## src/design/srm_pkg.sv

```systemverilog
// Shared types, widths and constants for the step response metrics block.
package srm_pkg;

    // Field widths
    localparam int POSITION_BITS = 21;
    localparam int TIME_BITS     = 16;
    localparam int SCORE_BITS    = 29;
    localparam int CFG_BITS      = 16;

    // APB port
    localparam int APB_ADDR_W = 4;
    localparam int APB_DATA_W = 32;

    // Stream payload layout, lowest field first
    localparam int IN_FIELDS_W  = 2 * POSITION_BITS + TIME_BITS;
    localparam int IN_DATA_W    = ((IN_FIELDS_W + 7) / 8) * 8;
    localparam int IN_POS_LSB   = 0;
    localparam int IN_TGT_LSB   = IN_POS_LSB + POSITION_BITS;
    localparam int IN_TIME_LSB  = IN_TGT_LSB + POSITION_BITS;

    localparam int OUT_FIELDS_W = 3 * POSITION_BITS + 2 * TIME_BITS + SCORE_BITS;
    localparam int OUT_DATA_W   = ((OUT_FIELDS_W + 7) / 8) * 8;
    localparam int OUT_PEAK_LSB  = 0;
    localparam int OUT_RISE_LSB  = OUT_PEAK_LSB + POSITION_BITS;
    localparam int OUT_SETTL_LSB = OUT_RISE_LSB + TIME_BITS;
    localparam int OUT_FERR_LSB  = OUT_SETTL_LSB + TIME_BITS;
    localparam int OUT_FPOS_LSB  = OUT_FERR_LSB + POSITION_BITS;
    localparam int OUT_SCORE_LSB = OUT_FPOS_LSB + POSITION_BITS;

    // Comparison widths between config registers and field values
    localparam int TCMP_W = (TIME_BITS > CFG_BITS) ? TIME_BITS : CFG_BITS;
    localparam int ECMP_W = (POSITION_BITS > CFG_BITS) ? POSITION_BITS : CFG_BITS;

    // Ninety percent test operands: 10 * (POSITION_BITS+1) signed
    localparam int RISE_W = POSITION_BITS + 5;

    // Score accumulator wide enough for every term plus carries
    localparam int SUM_A_W = (POSITION_BITS + 8 > TIME_BITS + 2) ?
                             POSITION_BITS + 8 : TIME_BITS + 2;
    localparam int SUM_W   = ((SUM_A_W > SCORE_BITS) ? SUM_A_W : SCORE_BITS) + 1;

    // Moves of this size or less skip overshoot tracking
    localparam int MOVE_THRESHOLD = 50;

    // Configuration reset values
    localparam logic [CFG_BITS-1:0] RST_SETTLE_TOL = CFG_BITS'(50);
    localparam logic [CFG_BITS-1:0] RST_TIMEOUT    = CFG_BITS'(5000);
    localparam logic [CFG_BITS-1:0] RST_WINDOW     = CFG_BITS'(500);

    typedef enum logic [1:0] {
        PH_IDLE    = 2'd0,
        PH_TRACK   = 2'd1,
        PH_CONFIRM = 2'd2,
        PH_FINAL   = 2'd3
    } t_phase;

    typedef enum logic {
        OP_START  = 1'b0,
        OP_SAMPLE = 1'b1
    } t_opcode;

    typedef enum logic [1:0] {
        REG_SETTLE_TOL = 2'd0,
        REG_TIMEOUT    = 2'd1,
        REG_WINDOW     = 2'd2
    } t_reg_idx;

    // Saturated score from the latched metrics
    function automatic logic [SCORE_BITS-1:0] calc_score(
        input logic [POSITION_BITS-1:0] peak,
        input logic [TIME_BITS-1:0]     settle,
        input logic [POSITION_BITS-1:0] ferr,
        input logic [TIME_BITS-1:0]     rise
    );
        logic [SUM_W-1:0] sum;
        sum = SUM_W'(peak) * SUM_W'(100)
            + (SUM_W'(settle) << 1)
            + SUM_W'(ferr) * SUM_W'(50)
            + SUM_W'(rise >> 1);
        if (sum > SUM_W'({SCORE_BITS{1'b1}})) begin
            return {SCORE_BITS{1'b1}};
        end
        return sum[SCORE_BITS-1:0];
    endfunction

endpackage

```

## src/design/step_response_metrics_top.sv

```systemverilog
// Top level of the step response analyzer: stream in, metrics out, APB config.
//
//  channel   dir  handshake                     payload
//  s_axis    in   i_s_axis_tvalid/o_s_axis_tready  tdata: position, target, elapsed
//                                                   tuser: opcode
//  m_axis    out  o_m_axis_tvalid/i_m_axis_tready  tdata: metrics and score
//                                                   tuser: measurement_valid
//  apb       in   i_psel/i_penable/o_pready      3 registers of 16 bits at 0x0/0x4/0x8
//
// One item per cycle unless a final reading waits for room in the output register; an item
// passes through the input register and its result, if any, is registered in the output register.
// The phase and metric registers feed back to themselves through the update logic.
// Reset is synchronous; it clears control state and loads the register defaults.
// A stalled output holds only a final-reading item; other items keep flowing while none is held.
module step_response_metrics_top
    import srm_pkg::*;
(
    input  logic                  i_clk,
    input  logic                  i_rst_n,
    // Input stream
    input  logic                  i_s_axis_tvalid,
    output logic                  o_s_axis_tready,
    // [20:0] position, [41:21] target_position, [57:42] elapsed_ms, rest zero
    input  logic [IN_DATA_W-1:0]  i_s_axis_tdata,
    // [0] opcode
    input  logic                  i_s_axis_tuser,
    // Result stream
    output logic                  o_m_axis_tvalid,
    input  logic                  i_m_axis_tready,
    // [20:0] max_overshoot, [36:21] rise_ms, [52:37] settle_ms,
    // [73:53] final_error, [94:74] last_position, [123:95] score, rest zero
    output logic [OUT_DATA_W-1:0] o_m_axis_tdata,
    // [0] measurement_valid
    output logic                  o_m_axis_tuser,
    // Configuration port
    input  logic                  i_psel,
    input  logic                  i_penable,
    input  logic                  i_pwrite,
    input  logic [APB_ADDR_W-1:0] i_paddr,
    input  logic [APB_DATA_W-1:0] i_pwdata,
    output logic [APB_DATA_W-1:0] o_prdata,
    output logic                  o_pready
);

    localparam logic signed [POSITION_BITS:0] MOVE_MIN = (POSITION_BITS+1)'(MOVE_THRESHOLD);
    localparam logic signed [RISE_W-1:0]      K_TEN    = RISE_W'(10);
    localparam logic signed [RISE_W-1:0]      K_NINE   = RISE_W'(9);
    localparam logic [TIME_BITS-1:0]          TIME_MAX = {TIME_BITS{1'b1}};

    // Configuration registers
    logic [CFG_BITS-1:0] r_settle_tol;
    logic [CFG_BITS-1:0] r_timeout;
    logic [CFG_BITS-1:0] r_window;
    t_reg_idx            s_reg_idx;
    logic                s_cfg_wr;

    // Input register
    logic                            r_in_valid;
    t_opcode                         r_in_op;
    logic signed [POSITION_BITS-1:0] r_in_pos;
    logic signed [POSITION_BITS-1:0] r_in_tgt;
    logic [TIME_BITS-1:0]            r_in_time;

    // Measurement state
    t_phase                          r_phase, n_phase;
    logic signed [POSITION_BITS-1:0] r_target, n_target;
    logic signed [POSITION_BITS-1:0] r_initial, n_initial;
    logic signed [POSITION_BITS:0]   r_delta, n_delta;
    logic [POSITION_BITS-1:0]        r_peak, n_peak;
    logic [TIME_BITS-1:0]            r_rise, n_rise;
    logic                            r_rise_hit, n_rise_hit;
    logic [TIME_BITS-1:0]            r_settle, n_settle;
    logic                            r_good, n_good;

    // Result register
    logic                            r_out_valid;
    logic [POSITION_BITS-1:0]        r_out_peak;
    logic [TIME_BITS-1:0]            r_out_rise;
    logic [TIME_BITS-1:0]            r_out_settle;
    logic [POSITION_BITS-1:0]        r_out_ferr;
    logic signed [POSITION_BITS-1:0] r_out_fpos;
    logic [SCORE_BITS-1:0]           r_out_score;
    logic                            r_out_meas;

    // Datapath terms
    logic                            s_produce;
    logic                            s_advance;
    logic signed [POSITION_BITS:0]   s_diff;
    logic [POSITION_BITS:0]          s_abs;
    logic [POSITION_BITS-1:0]        s_err;
    logic                            s_in_tol;
    logic                            s_timed_out;
    logic                            s_big_move;
    logic                            s_overshoot;
    logic signed [POSITION_BITS:0]   s_travel;
    logic signed [RISE_W-1:0]        s_lhs;
    logic signed [RISE_W-1:0]        s_rhs;
    logic                            s_rise_now;
    logic [TIME_BITS-1:0]            s_waited;
    logic                            s_wait_done;
    logic [SCORE_BITS-1:0]           s_score;

    // APB: always ready, write in the access phase
    assign o_pready  = 1'b1;
    assign s_reg_idx = t_reg_idx'(i_paddr[3:2]);
    assign s_cfg_wr  = i_psel && i_penable && i_pwrite;

    always_comb begin
        unique case (s_reg_idx)
            REG_SETTLE_TOL: o_prdata = APB_DATA_W'(r_settle_tol);
            REG_TIMEOUT:    o_prdata = APB_DATA_W'(r_timeout);
            REG_WINDOW:     o_prdata = APB_DATA_W'(r_window);
            default:        o_prdata = '0;
        endcase
    end

    always_ff @(posedge i_clk) begin
        if (!i_rst_n) begin
            r_settle_tol <= RST_SETTLE_TOL;
            r_timeout    <= RST_TIMEOUT;
            r_window     <= RST_WINDOW;
        end else if (s_cfg_wr) begin
            unique case (s_reg_idx)
                REG_SETTLE_TOL: r_settle_tol <= i_pwdata[CFG_BITS-1:0];
                REG_TIMEOUT:    r_timeout    <= i_pwdata[CFG_BITS-1:0];
                REG_WINDOW:     r_window     <= i_pwdata[CFG_BITS-1:0];
                default:        ;
            endcase
        end
    end

    // Flow control: only a final reading needs room in the result register
    assign s_produce       = r_in_valid && (r_in_op == OP_SAMPLE) && (r_phase == PH_FINAL);
    assign s_advance       = r_in_valid && (!s_produce || !r_out_valid || i_m_axis_tready);
    assign o_s_axis_tready = !r_in_valid || s_advance;

    // Capture input transactions
    always_ff @(posedge i_clk) begin
        if (!i_rst_n) begin
            r_in_valid <= 1'b0;
        end else if (o_s_axis_tready) begin
            r_in_valid <= i_s_axis_tvalid;
        end
    end

    always_ff @(posedge i_clk) begin
        if (i_s_axis_tvalid && o_s_axis_tready) begin
            r_in_op   <= t_opcode'(i_s_axis_tuser);
            r_in_pos  <= i_s_axis_tdata[IN_POS_LSB +: POSITION_BITS];
            r_in_tgt  <= i_s_axis_tdata[IN_TGT_LSB +: POSITION_BITS];
            r_in_time <= i_s_axis_tdata[IN_TIME_LSB +: TIME_BITS];
        end
    end

    // Error to target and the tests on the current sample
    assign s_diff      = (POSITION_BITS+1)'(r_target) - (POSITION_BITS+1)'(r_in_pos);
    assign s_abs       = s_diff[POSITION_BITS] ? (POSITION_BITS+1)'(-s_diff)
                                               : (POSITION_BITS+1)'(s_diff);
    assign s_err       = s_abs[POSITION_BITS-1:0];
    assign s_in_tol    = ECMP_W'(s_err) < ECMP_W'(r_settle_tol);
    assign s_timed_out = TCMP_W'(r_in_time) >= TCMP_W'(r_timeout);
    assign s_big_move  = (r_delta > MOVE_MIN) || (r_delta < -MOVE_MIN);
    assign s_overshoot = s_big_move &&
                         (((r_delta > 0) && (r_in_pos > r_target)) ||
                          ((r_delta < 0) && (r_in_pos < r_target)));

    // Ninety percent of the move, exact: 10*(pos-initial) against 9*delta
    assign s_travel   = (POSITION_BITS+1)'(r_in_pos) - (POSITION_BITS+1)'(r_initial);
    assign s_lhs      = RISE_W'(s_travel) * K_TEN;
    assign s_rhs      = RISE_W'(r_delta) * K_NINE;
    assign s_rise_now = ((r_delta > 0) && (s_lhs >= s_rhs)) ||
                        ((r_delta < 0) && (s_lhs <= s_rhs));

    // Confirmation window
    assign s_waited    = (r_in_time >= r_settle) ? r_in_time - r_settle : '0;
    assign s_wait_done = (TCMP_W'(s_waited) >= TCMP_W'(r_window)) || (r_in_time == TIME_MAX);

    assign s_score = calc_score(r_peak, r_settle, s_err, r_rise);

    // Next phase
    always_comb begin
        n_phase = r_phase;
        if (r_in_op == OP_START) begin
            n_phase = PH_TRACK;
        end else begin
            unique case (r_phase)
                PH_IDLE:    n_phase = PH_IDLE;
                PH_TRACK: begin
                    if (s_timed_out) begin
                        n_phase = PH_FINAL;
                    end else if (s_in_tol) begin
                        n_phase = PH_CONFIRM;
                    end
                end
                PH_CONFIRM: begin
                    if (s_wait_done) begin
                        n_phase = s_in_tol ? PH_FINAL : PH_TRACK;
                    end
                end
                PH_FINAL:   n_phase = PH_IDLE;
                default:    n_phase = PH_IDLE;
            endcase
        end
    end

    // Metric updates
    always_comb begin
        n_target   = r_target;
        n_initial  = r_initial;
        n_delta    = r_delta;
        n_peak     = r_peak;
        n_rise     = r_rise;
        n_rise_hit = r_rise_hit;
        n_settle   = r_settle;
        n_good     = r_good;
        if (r_in_op == OP_START) begin
            n_target   = r_in_tgt;
            n_initial  = r_in_pos;
            n_delta    = (POSITION_BITS+1)'(r_in_tgt) - (POSITION_BITS+1)'(r_in_pos);
            n_peak     = '0;
            n_rise     = '0;
            n_rise_hit = 1'b0;
            n_settle   = '0;
            n_good     = 1'b0;
        end else begin
            case (r_phase)
                PH_TRACK: begin
                    if (s_timed_out) begin
                        n_good = 1'b0;
                    end else begin
                        if (s_overshoot && (s_err > r_peak)) begin
                            n_peak = s_err;
                        end
                        if (!r_rise_hit && s_rise_now) begin
                            n_rise     = r_in_time;
                            n_rise_hit = 1'b1;
                        end
                        if (s_in_tol) begin
                            n_settle = r_in_time;
                        end
                    end
                end
                PH_CONFIRM: begin
                    if (s_wait_done && s_in_tol) begin
                        n_good = 1'b1;
                    end
                end
                default: ;
            endcase
        end
    end

    // Advance the measurement state
    always_ff @(posedge i_clk) begin
        if (!i_rst_n) begin
            r_phase    <= PH_IDLE;
            r_target   <= '0;
            r_initial  <= '0;
            r_delta    <= '0;
            r_peak     <= '0;
            r_rise     <= '0;
            r_rise_hit <= 1'b0;
            r_settle   <= '0;
            r_good     <= 1'b0;
        end else if (s_advance) begin
            r_phase    <= n_phase;
            r_target   <= n_target;
            r_initial  <= n_initial;
            r_delta    <= n_delta;
            r_peak     <= n_peak;
            r_rise     <= n_rise;
            r_rise_hit <= n_rise_hit;
            r_settle   <= n_settle;
            r_good     <= n_good;
        end
    end

    // Result register
    always_ff @(posedge i_clk) begin
        if (!i_rst_n) begin
            r_out_valid <= 1'b0;
        end else if (s_advance && s_produce) begin
            r_out_valid <= 1'b1;
        end else if (i_m_axis_tready) begin
            r_out_valid <= 1'b0;
        end
    end

    always_ff @(posedge i_clk) begin
        if (s_advance && s_produce) begin
            r_out_peak   <= r_peak;
            r_out_rise   <= r_rise;
            r_out_settle <= r_settle;
            r_out_ferr   <= s_err;
            r_out_fpos   <= r_in_pos;
            r_out_score  <= s_score;
            r_out_meas   <= r_good && !s_timed_out;
        end
    end

    assign o_m_axis_tvalid = r_out_valid;
    assign o_m_axis_tuser  = r_out_meas;
    assign o_m_axis_tdata  = OUT_DATA_W'({r_out_score, r_out_fpos, r_out_ferr,
                                          r_out_settle, r_out_rise, r_out_peak});

endmodule

```

## config.mk

```make
export PLATFORM = sky130hd
export DESIGN_NAME = step_response_metrics_top
export DESIGN_NICKNAME = d
export VERILOG_FILES = /design/src/design/srm_pkg.sv /design/src/design/step_response_metrics_top.sv
export SDC_FILE = /design/constraint.sdc
export NUM_CORES = 1
export LEC_CHECK = 0
export BUFFER_PORTS_ARGS = -buffer_cell sky130_fd_sc_hd__buf_4
export CAP_MARGIN = 0
export CORE_MARGIN = 8
export CORE_UTILIZATION = 59
export DETAILED_ROUTE_END_ITERATION = 6
export PLACE_DENSITY = 0.8
export SLEW_MARGIN = 20
export SYNTH_ARGS = -nofsm -noshare
export SYNTH_HDL_FRONTEND = slang
export SYNTH_SLANG_ARGS = --single-unit
```

## constraint.sdc

```tcl
create_clock -name i_clk -period 12.5 [get_ports i_clk]
set_input_delay 0.625 -clock i_clk [delete_from_list [all_inputs] [get_ports i_clk]]
set_output_delay 0.625 -clock i_clk [all_outputs]
set_load 0.005 [all_outputs]
```

==> Yosys cells after proc, flatten, opt, wreduce, memory -nomap -nowiden <==
Cells that the tools add are included.
Widths: inputs -> output; s select.
{ "word_totals": {"register_bits": 355, "latch_bits": 0, "ramBits": 0, "mem_bits_ro": 0, "input_bits": 108, "out_inout_bits": 164, "elab_cells": 143, "n_memories": 0} }
{ "op_classes": {"add_sub_neg": 8, "mul": 4, "div": 0, "n_lt_le_gt_ge": 14, "n_eq_ne": 16, "shifts": 0, "n_mux": 34, "n_bitwise": 1, "reduce_logical": 41} }
{ "op_table": {"columns": ["operator", "n"], "rows": [
  ["$mux 16", 9],
  ["$mux 21", 5],
  ["$sub 21x21->22", 3],
  ["$mux 29", 2],
  ["$mul 21x5->26 const B", 2],
  ["$ge 16x16->1", 3],
  ["$pmux 16 s3", 1],
  ["$gt 21x21->1", 2],
  ["$add 29x27->30", 1],
  ["$add 30x15->30", 1],
  ["$gt 30x29->1 const B", 1],
  ["$add 28x17->29", 1],
  ["$ge 26x26->1", 1],
  ["$le 26x26->1", 1],
  ["$mul 22x5->26 const B", 1],
  ["$mul 22x4->25 const B", 1],
  ["$gt 22x1->1 const B", 1],
  ["$gt 22x7->1 const B", 1],
  ["$lt 22x1->1 const B", 1],
  ["$lt 22x7->1 const B", 1],
  ["$lt 21x16->1", 1],
  ["$lt 21x21->1", 1],
  ["$neg 21->21", 1],
  ["$eq 16x16->1 const B", 1],
  ["other kinds (22)", 75]
]} }

==> Logic depth before layout (Yosys ltp) <==
{ "logic_depth": {"depth_word": 10, "depth_mapped": 40, "ltp_nobuf": 37} }

==> Least setup slack after synthesis <==
OpenSTA, ideal clock, no wires.
{ "synth_timing": {"path_type": "reg2reg", "from": "register r_in_pos[4]", "to": "register r_out_score[20], data pin", "setup_ns": 0.274, "t_arrival_ns": 8.600, "required_time_ns": 12.226, "setup_slack_ns": 3.626, "stages_incl_launch_ff": 41, "n_path_buf": 3, "period_less_slack_ns": 8.874, "cell_sequence": "edfxtp_1 > inv_1 > ha_1 > buf_6 > and2_4 > a221o_1 > o21ai_1 > a31oi_1 > o21ai_1 > and2_1 > clkbuf_1 > nand2_1 > xnor2_1 > ha_1 > ha_1 > inv_1 > fa_1 > inv_1 > [... 5 more ...] > a311oi_1 > a41o_1 > o41ai_1 > o21bai_1 > a21oi_1 > xnor2_1 > ha_1 > ha_1 > ha_1 > and3_1 > a31oi_1 > nand2_1 > a31oi_1 > o21ai_0 > and2_1 > o21ai_0 > clkbuf_1 > o21ai_0"} }
{ "synth_between": {"elab_cells_between_ends": 9, "classes_between": "add/sub: 4; mul: 1; order compare: 1; mux: 3"} }
{ "synth_lines": {"columns": ["item", "line_no", "text"], "rows": [
  ["from (decl)", "step_response_metrics_top.sv:60", "logic signed [POSITION_BITS-1:0] r_in_pos;"],
  ["from (signal assigned)", "step_response_metrics_top.sv:149", "r_in_pos <= i_s_axis_tdata[IN_POS_LSB +: POSITION_BITS];"],
  ["$sub 21x21->22 *", "step_response_metrics_top.sv:156", "assign s_diff = (POSITION_BITS+1)'(r_target) - (POSITION_BITS+1)'(r_in_pos);"],
  ["$mux 21 *", "step_response_metrics_top.sv:157", "assign s_abs = s_diff[POSITION_BITS] ? (POSITION_BITS+1)'(-s_diff)"],
  ["named net s_abs[3]", "step_response_metrics_top.sv:89", "logic [POSITION_BITS:0] s_abs;"],
  ["$mul 21x5->26 *", "srm_pkg.sv:78", "+ SUM_W'(ferr) * SUM_W'(50)"],
  ["$add 29x27->30 *", "srm_pkg.sv:78", null],
  ["$add 30x15->30 *", "srm_pkg.sv:79", "+ SUM_W'(rise >> 1);"],
  ["$gt 30x29->1", "srm_pkg.sv:80", "if (sum > SUM_W'({SCORE_BITS{1'b1}})) begin"],
  ["$mux 1", "srm_pkg.sv:80", null],
  ["$mux 29 *", "srm_pkg.sv:83", "return sum[SCORE_BITS-1:0];"],
  ["to (signal assigned)", "step_response_metrics_top.sv:296", "r_out_score <= s_score;"],
  ["to (decl)", "step_response_metrics_top.sv:82", "logic [SCORE_BITS-1:0] r_out_score;"]
]} }
Mark *: on every way through the listed nets, which the timed path passes. The rest lies on a longest branch.
A chain may end at the register's enable or synchronous reset.

==> Worst setup path in the final report <==
{ "layout_timing": {"from": "register r_in_pos[4]", "to": "register r_out_score[6], data pin"} }
{ "layout_between": {"elab_chain_cells": 9} }
{ "layout_rtl": {"columns": ["item", "line_no"], "rows": [
  ["$sub 21x21->22 *", "step_response_metrics_top.sv:156"],
  ["$neg 21->21", "step_response_metrics_top.sv:157"],
  ["$mux 21 *", "step_response_metrics_top.sv:157"],
  ["named net s_abs[7]", "step_response_metrics_top.sv:89"],
  ["$mul 21x5->26 *", "srm_pkg.sv:78"],
  ["$add 29x27->30 *", "srm_pkg.sv:78"],
  ["$add 30x15->30 *", "srm_pkg.sv:79"],
  ["$gt 30x29->1 *", "srm_pkg.sv:80"],
  ["$mux 1 *", "srm_pkg.sv:80"],
  ["$mux 29 *", "srm_pkg.sv:83"]
]} }
Marked as above.

==> impl_metrics.json <==
{
  "status": "finished clean",
  "worst_path_most_repeated_cell": "ha_1",
  "tightest_slew_ns": 1.19,
  "synth.mux.area_fraction": 0.0195,
  "root_buffer": "clkbuf_16",
  "grt_pass1_vias": 23100,
  "p_leak_nw": 14.2,
  "crit_buf_inv": 1,
  "synth_fa_ha_area_frac": 0.248,
  "fp.dieH_um": 233,
  "rows": 79,
  "ys_top_cells_by_area": "ha_1 20%, edfxtp_1 20%, dfxtp_1 12%",
  "routed_wl_mm": 76.0,
  "grt_max_degree": 81,
  "layout.nets": 3888,
  "ys_types": 81,
  "syn_to_final_growth_pct": 13.0,
  "synth_edf_count": 184,
  "end_kind": "flip-flop",
  "final_antenna_net_count": 0,
  "syn_inst": 3050,
  "synth_area_sq_mm": 0.0278,
  "antenna_found_initial": 4,
  "cts_inserted_buffers": 39,
  "worstPathRequired_ns": 12.76,
  "cts_resized": 0,
  "max_stage_delay_ns": 0.78,
  "synthSimpleGateAreaFrac": 0.138,
  "drive_gt1_frac": 0.105,
  "worstPathArrival_ns": 11.10,
  "ys_warn_count": 0,
  "vias": 23300,
  "min_period_over_period": 0.868,
  "clk_path_buf_depth": 3,
  "cp-start-kind": "flip-flop",
  "ios": 272,
  "yosys.cell_count.top_type": "ha_1",
  "ys_top_cells_by_count": "443 x ha_1, 390 x nand2_1, 376 x inv_1",
  "place_congestion": 0.907,
  "skew_ns": 0.0267,
  "fin_crit_ns": 10.84,
  "synth_xor_area_frac": 0.0493,
  "cap_violations": 0,
  "reg2reg_setup_slack_ns": 1.66,
  "routedWlPerCell_um": 19.4,
  "multi_input_area_sq_mm": 0.0171,
  "timing.fmax_mhz": 92.2,
  "synth_top_area_frac": 0.199,
  "path_delay_family": "compound AO/OA/AOI/OAI gates",
  "die-area_sq_mm": 0.0543,
  "drv_slew": 0,
  "synth_seq_cells": 355,
  "ys.flop_type": "edfxtp_1",
  "totalPowerFinal_w": 0.00673,
  "first_pass_iters": 6,
  "ctsHtreeMaxLevel": 2,
  "clkSinkCount": 355,
  "grt.total_usage": 0.273,
  "clk_pin_slew_ns": 0.06,
  "rsz0062_at_grt": "no",
  "slowest_stage": "xor2_1",
  "regArea_sq_mm": 0.00895,
  "cts_tree": "done",
  "async_reset_ff_frac": 0,
  "grt_pass1_wl_mm": 120,
  "drc": 0,
  "utilization": 0.675,
  "hold_violations": 0,
  "critPathKind": "reg -> reg",
  "core_sq_mm": 0.0466,
  "synth_top_family_by_area": "adder cells",
  "fillers": 3610,
  "die_w_um": 233,
  "clk_latency_ns": 0.58,
  "hp-class": "in -> reg",
  "synth_compound_area_frac": 0.156,
  "powerDensity_mw_per_mm2": 214,
  "finalSetupViolations": 0,
  "yosysTopAreaCell": "ha_1",
  "cts-hold-fix-buffers": 0,
  "dpl.hpwl_mm": 59.1,
  "grt_overflow": 0,
  "max-vdd-ir-drop_mv": 0.297,
  "maxSlewHeadroom": 0.204,
  "syn_area_per_cell_sq_um": 9.12,
  "worstPathMaxFanout": 24,
  "drtIter0Drc": 1689,
  "viasPerCell": 5.96,
  "ys_seq_area_frac": 0.322,
  "tns_ns": 0,
  "start_util": 0.597,
  "post_cts_buffers": 0,
  "portBuffers": 226
}
## metal layers
metal	up-vias	part of all wire	track usage	wire length, um
met2	829	0.49	0.468	36900
met1	11200	0.41	0.344	31200
li1	11100	-	-	-
met3	170	0.070	0.0496	5330
met4	0	0.033	0.0954	2490
met5	-	0	0	0
## metrics by stage
step | worst slack (ns) | std cells | hold WS (ns) | area (sq um)
floorplan | 3.63 | 3069 | 0.409 | 27900
global placement | 2.18 | 3835 | 0.427 | 30100
detailed placement | 1.85 | 3835 | 0.429 | 30100
CTS | 1.79 | 3906 | 0.201 | 31400
global route | 0.809 | 3906 | 0.201 | 31400
finish | 1.66 | 3908 | 0.220 | 31400
## worst paths after layout
path | startpoint | to | depth (start not counted)
setup reg to reg | r_in_pos[4] | r_out_score[6] | 34
setup / recovery | r_in_pos[4] | r_out_score[6] | 34
hold reg to reg | r_rise[0] | r_out_rise[0] | 0
hold / removal | i_s_axis_tuser | r_in_op | 1
## logic make-up after synthesis
family,Yosys count
other,2
multiplexers,54
XOR/XNOR,155
AO/OA/AOI/OAI,679
buffers and inverters,465
flip-flops,355
AND/OR/NAND/NOR,829
adder cells (fa/ha/maj),511
## cell usage in the layout, fill, tap and decap left out, drive strengths merged, types with 66 or more instances in the layout
cell    instances
ha            443
nand2         390
inv           380
buf           247
a21oi         232
edfxtp        184
dfxtp         171
o21ai         136
nor2          126
xnor2          88
fa             68
xor2           66
## flip-flops by register name (all words and copies together) (netlist names), 2 cells and up
register	flops
r_timeout	16
r_rise	16
r_in_pos	21
r_out_settle	16
r_out_peak	21
r_in_tgt	21
r_out_rise	16
r_target	21
r_delta	22
r_out_ferr	21
r_out_score	29
r_in_time	16
r_peak	21
r_settle	16
r_settle_tol	16
r_initial	21
r_out_fpos	21
r_window	16
r_phase	2
## area by class of cell
type / instances / share of cell area
tap: 607 / 0.0242
inverter: 377 / 0.0450
multi-input combinational: 2249 / 0.545
clock buffer: 51 / 0.0358
sequential: 355 / 0.285
timing repair buffer: 247 / 0.0590
antenna: 2 / 0.000159
clock inverter: 20 / 0.00625
## report_power, final
part	internal [W]	total, W	leakage [nW]	switching, W
clock network	0.000700	0.00120	0.648	0.000499
registers	0.00137	0.00142	2.99	0.0000498
logic	0.00174	0.00411	10.6	0.00237
total	0.00381	0.00673	14.2	0.00292
(Power assumes the default switching activity.)
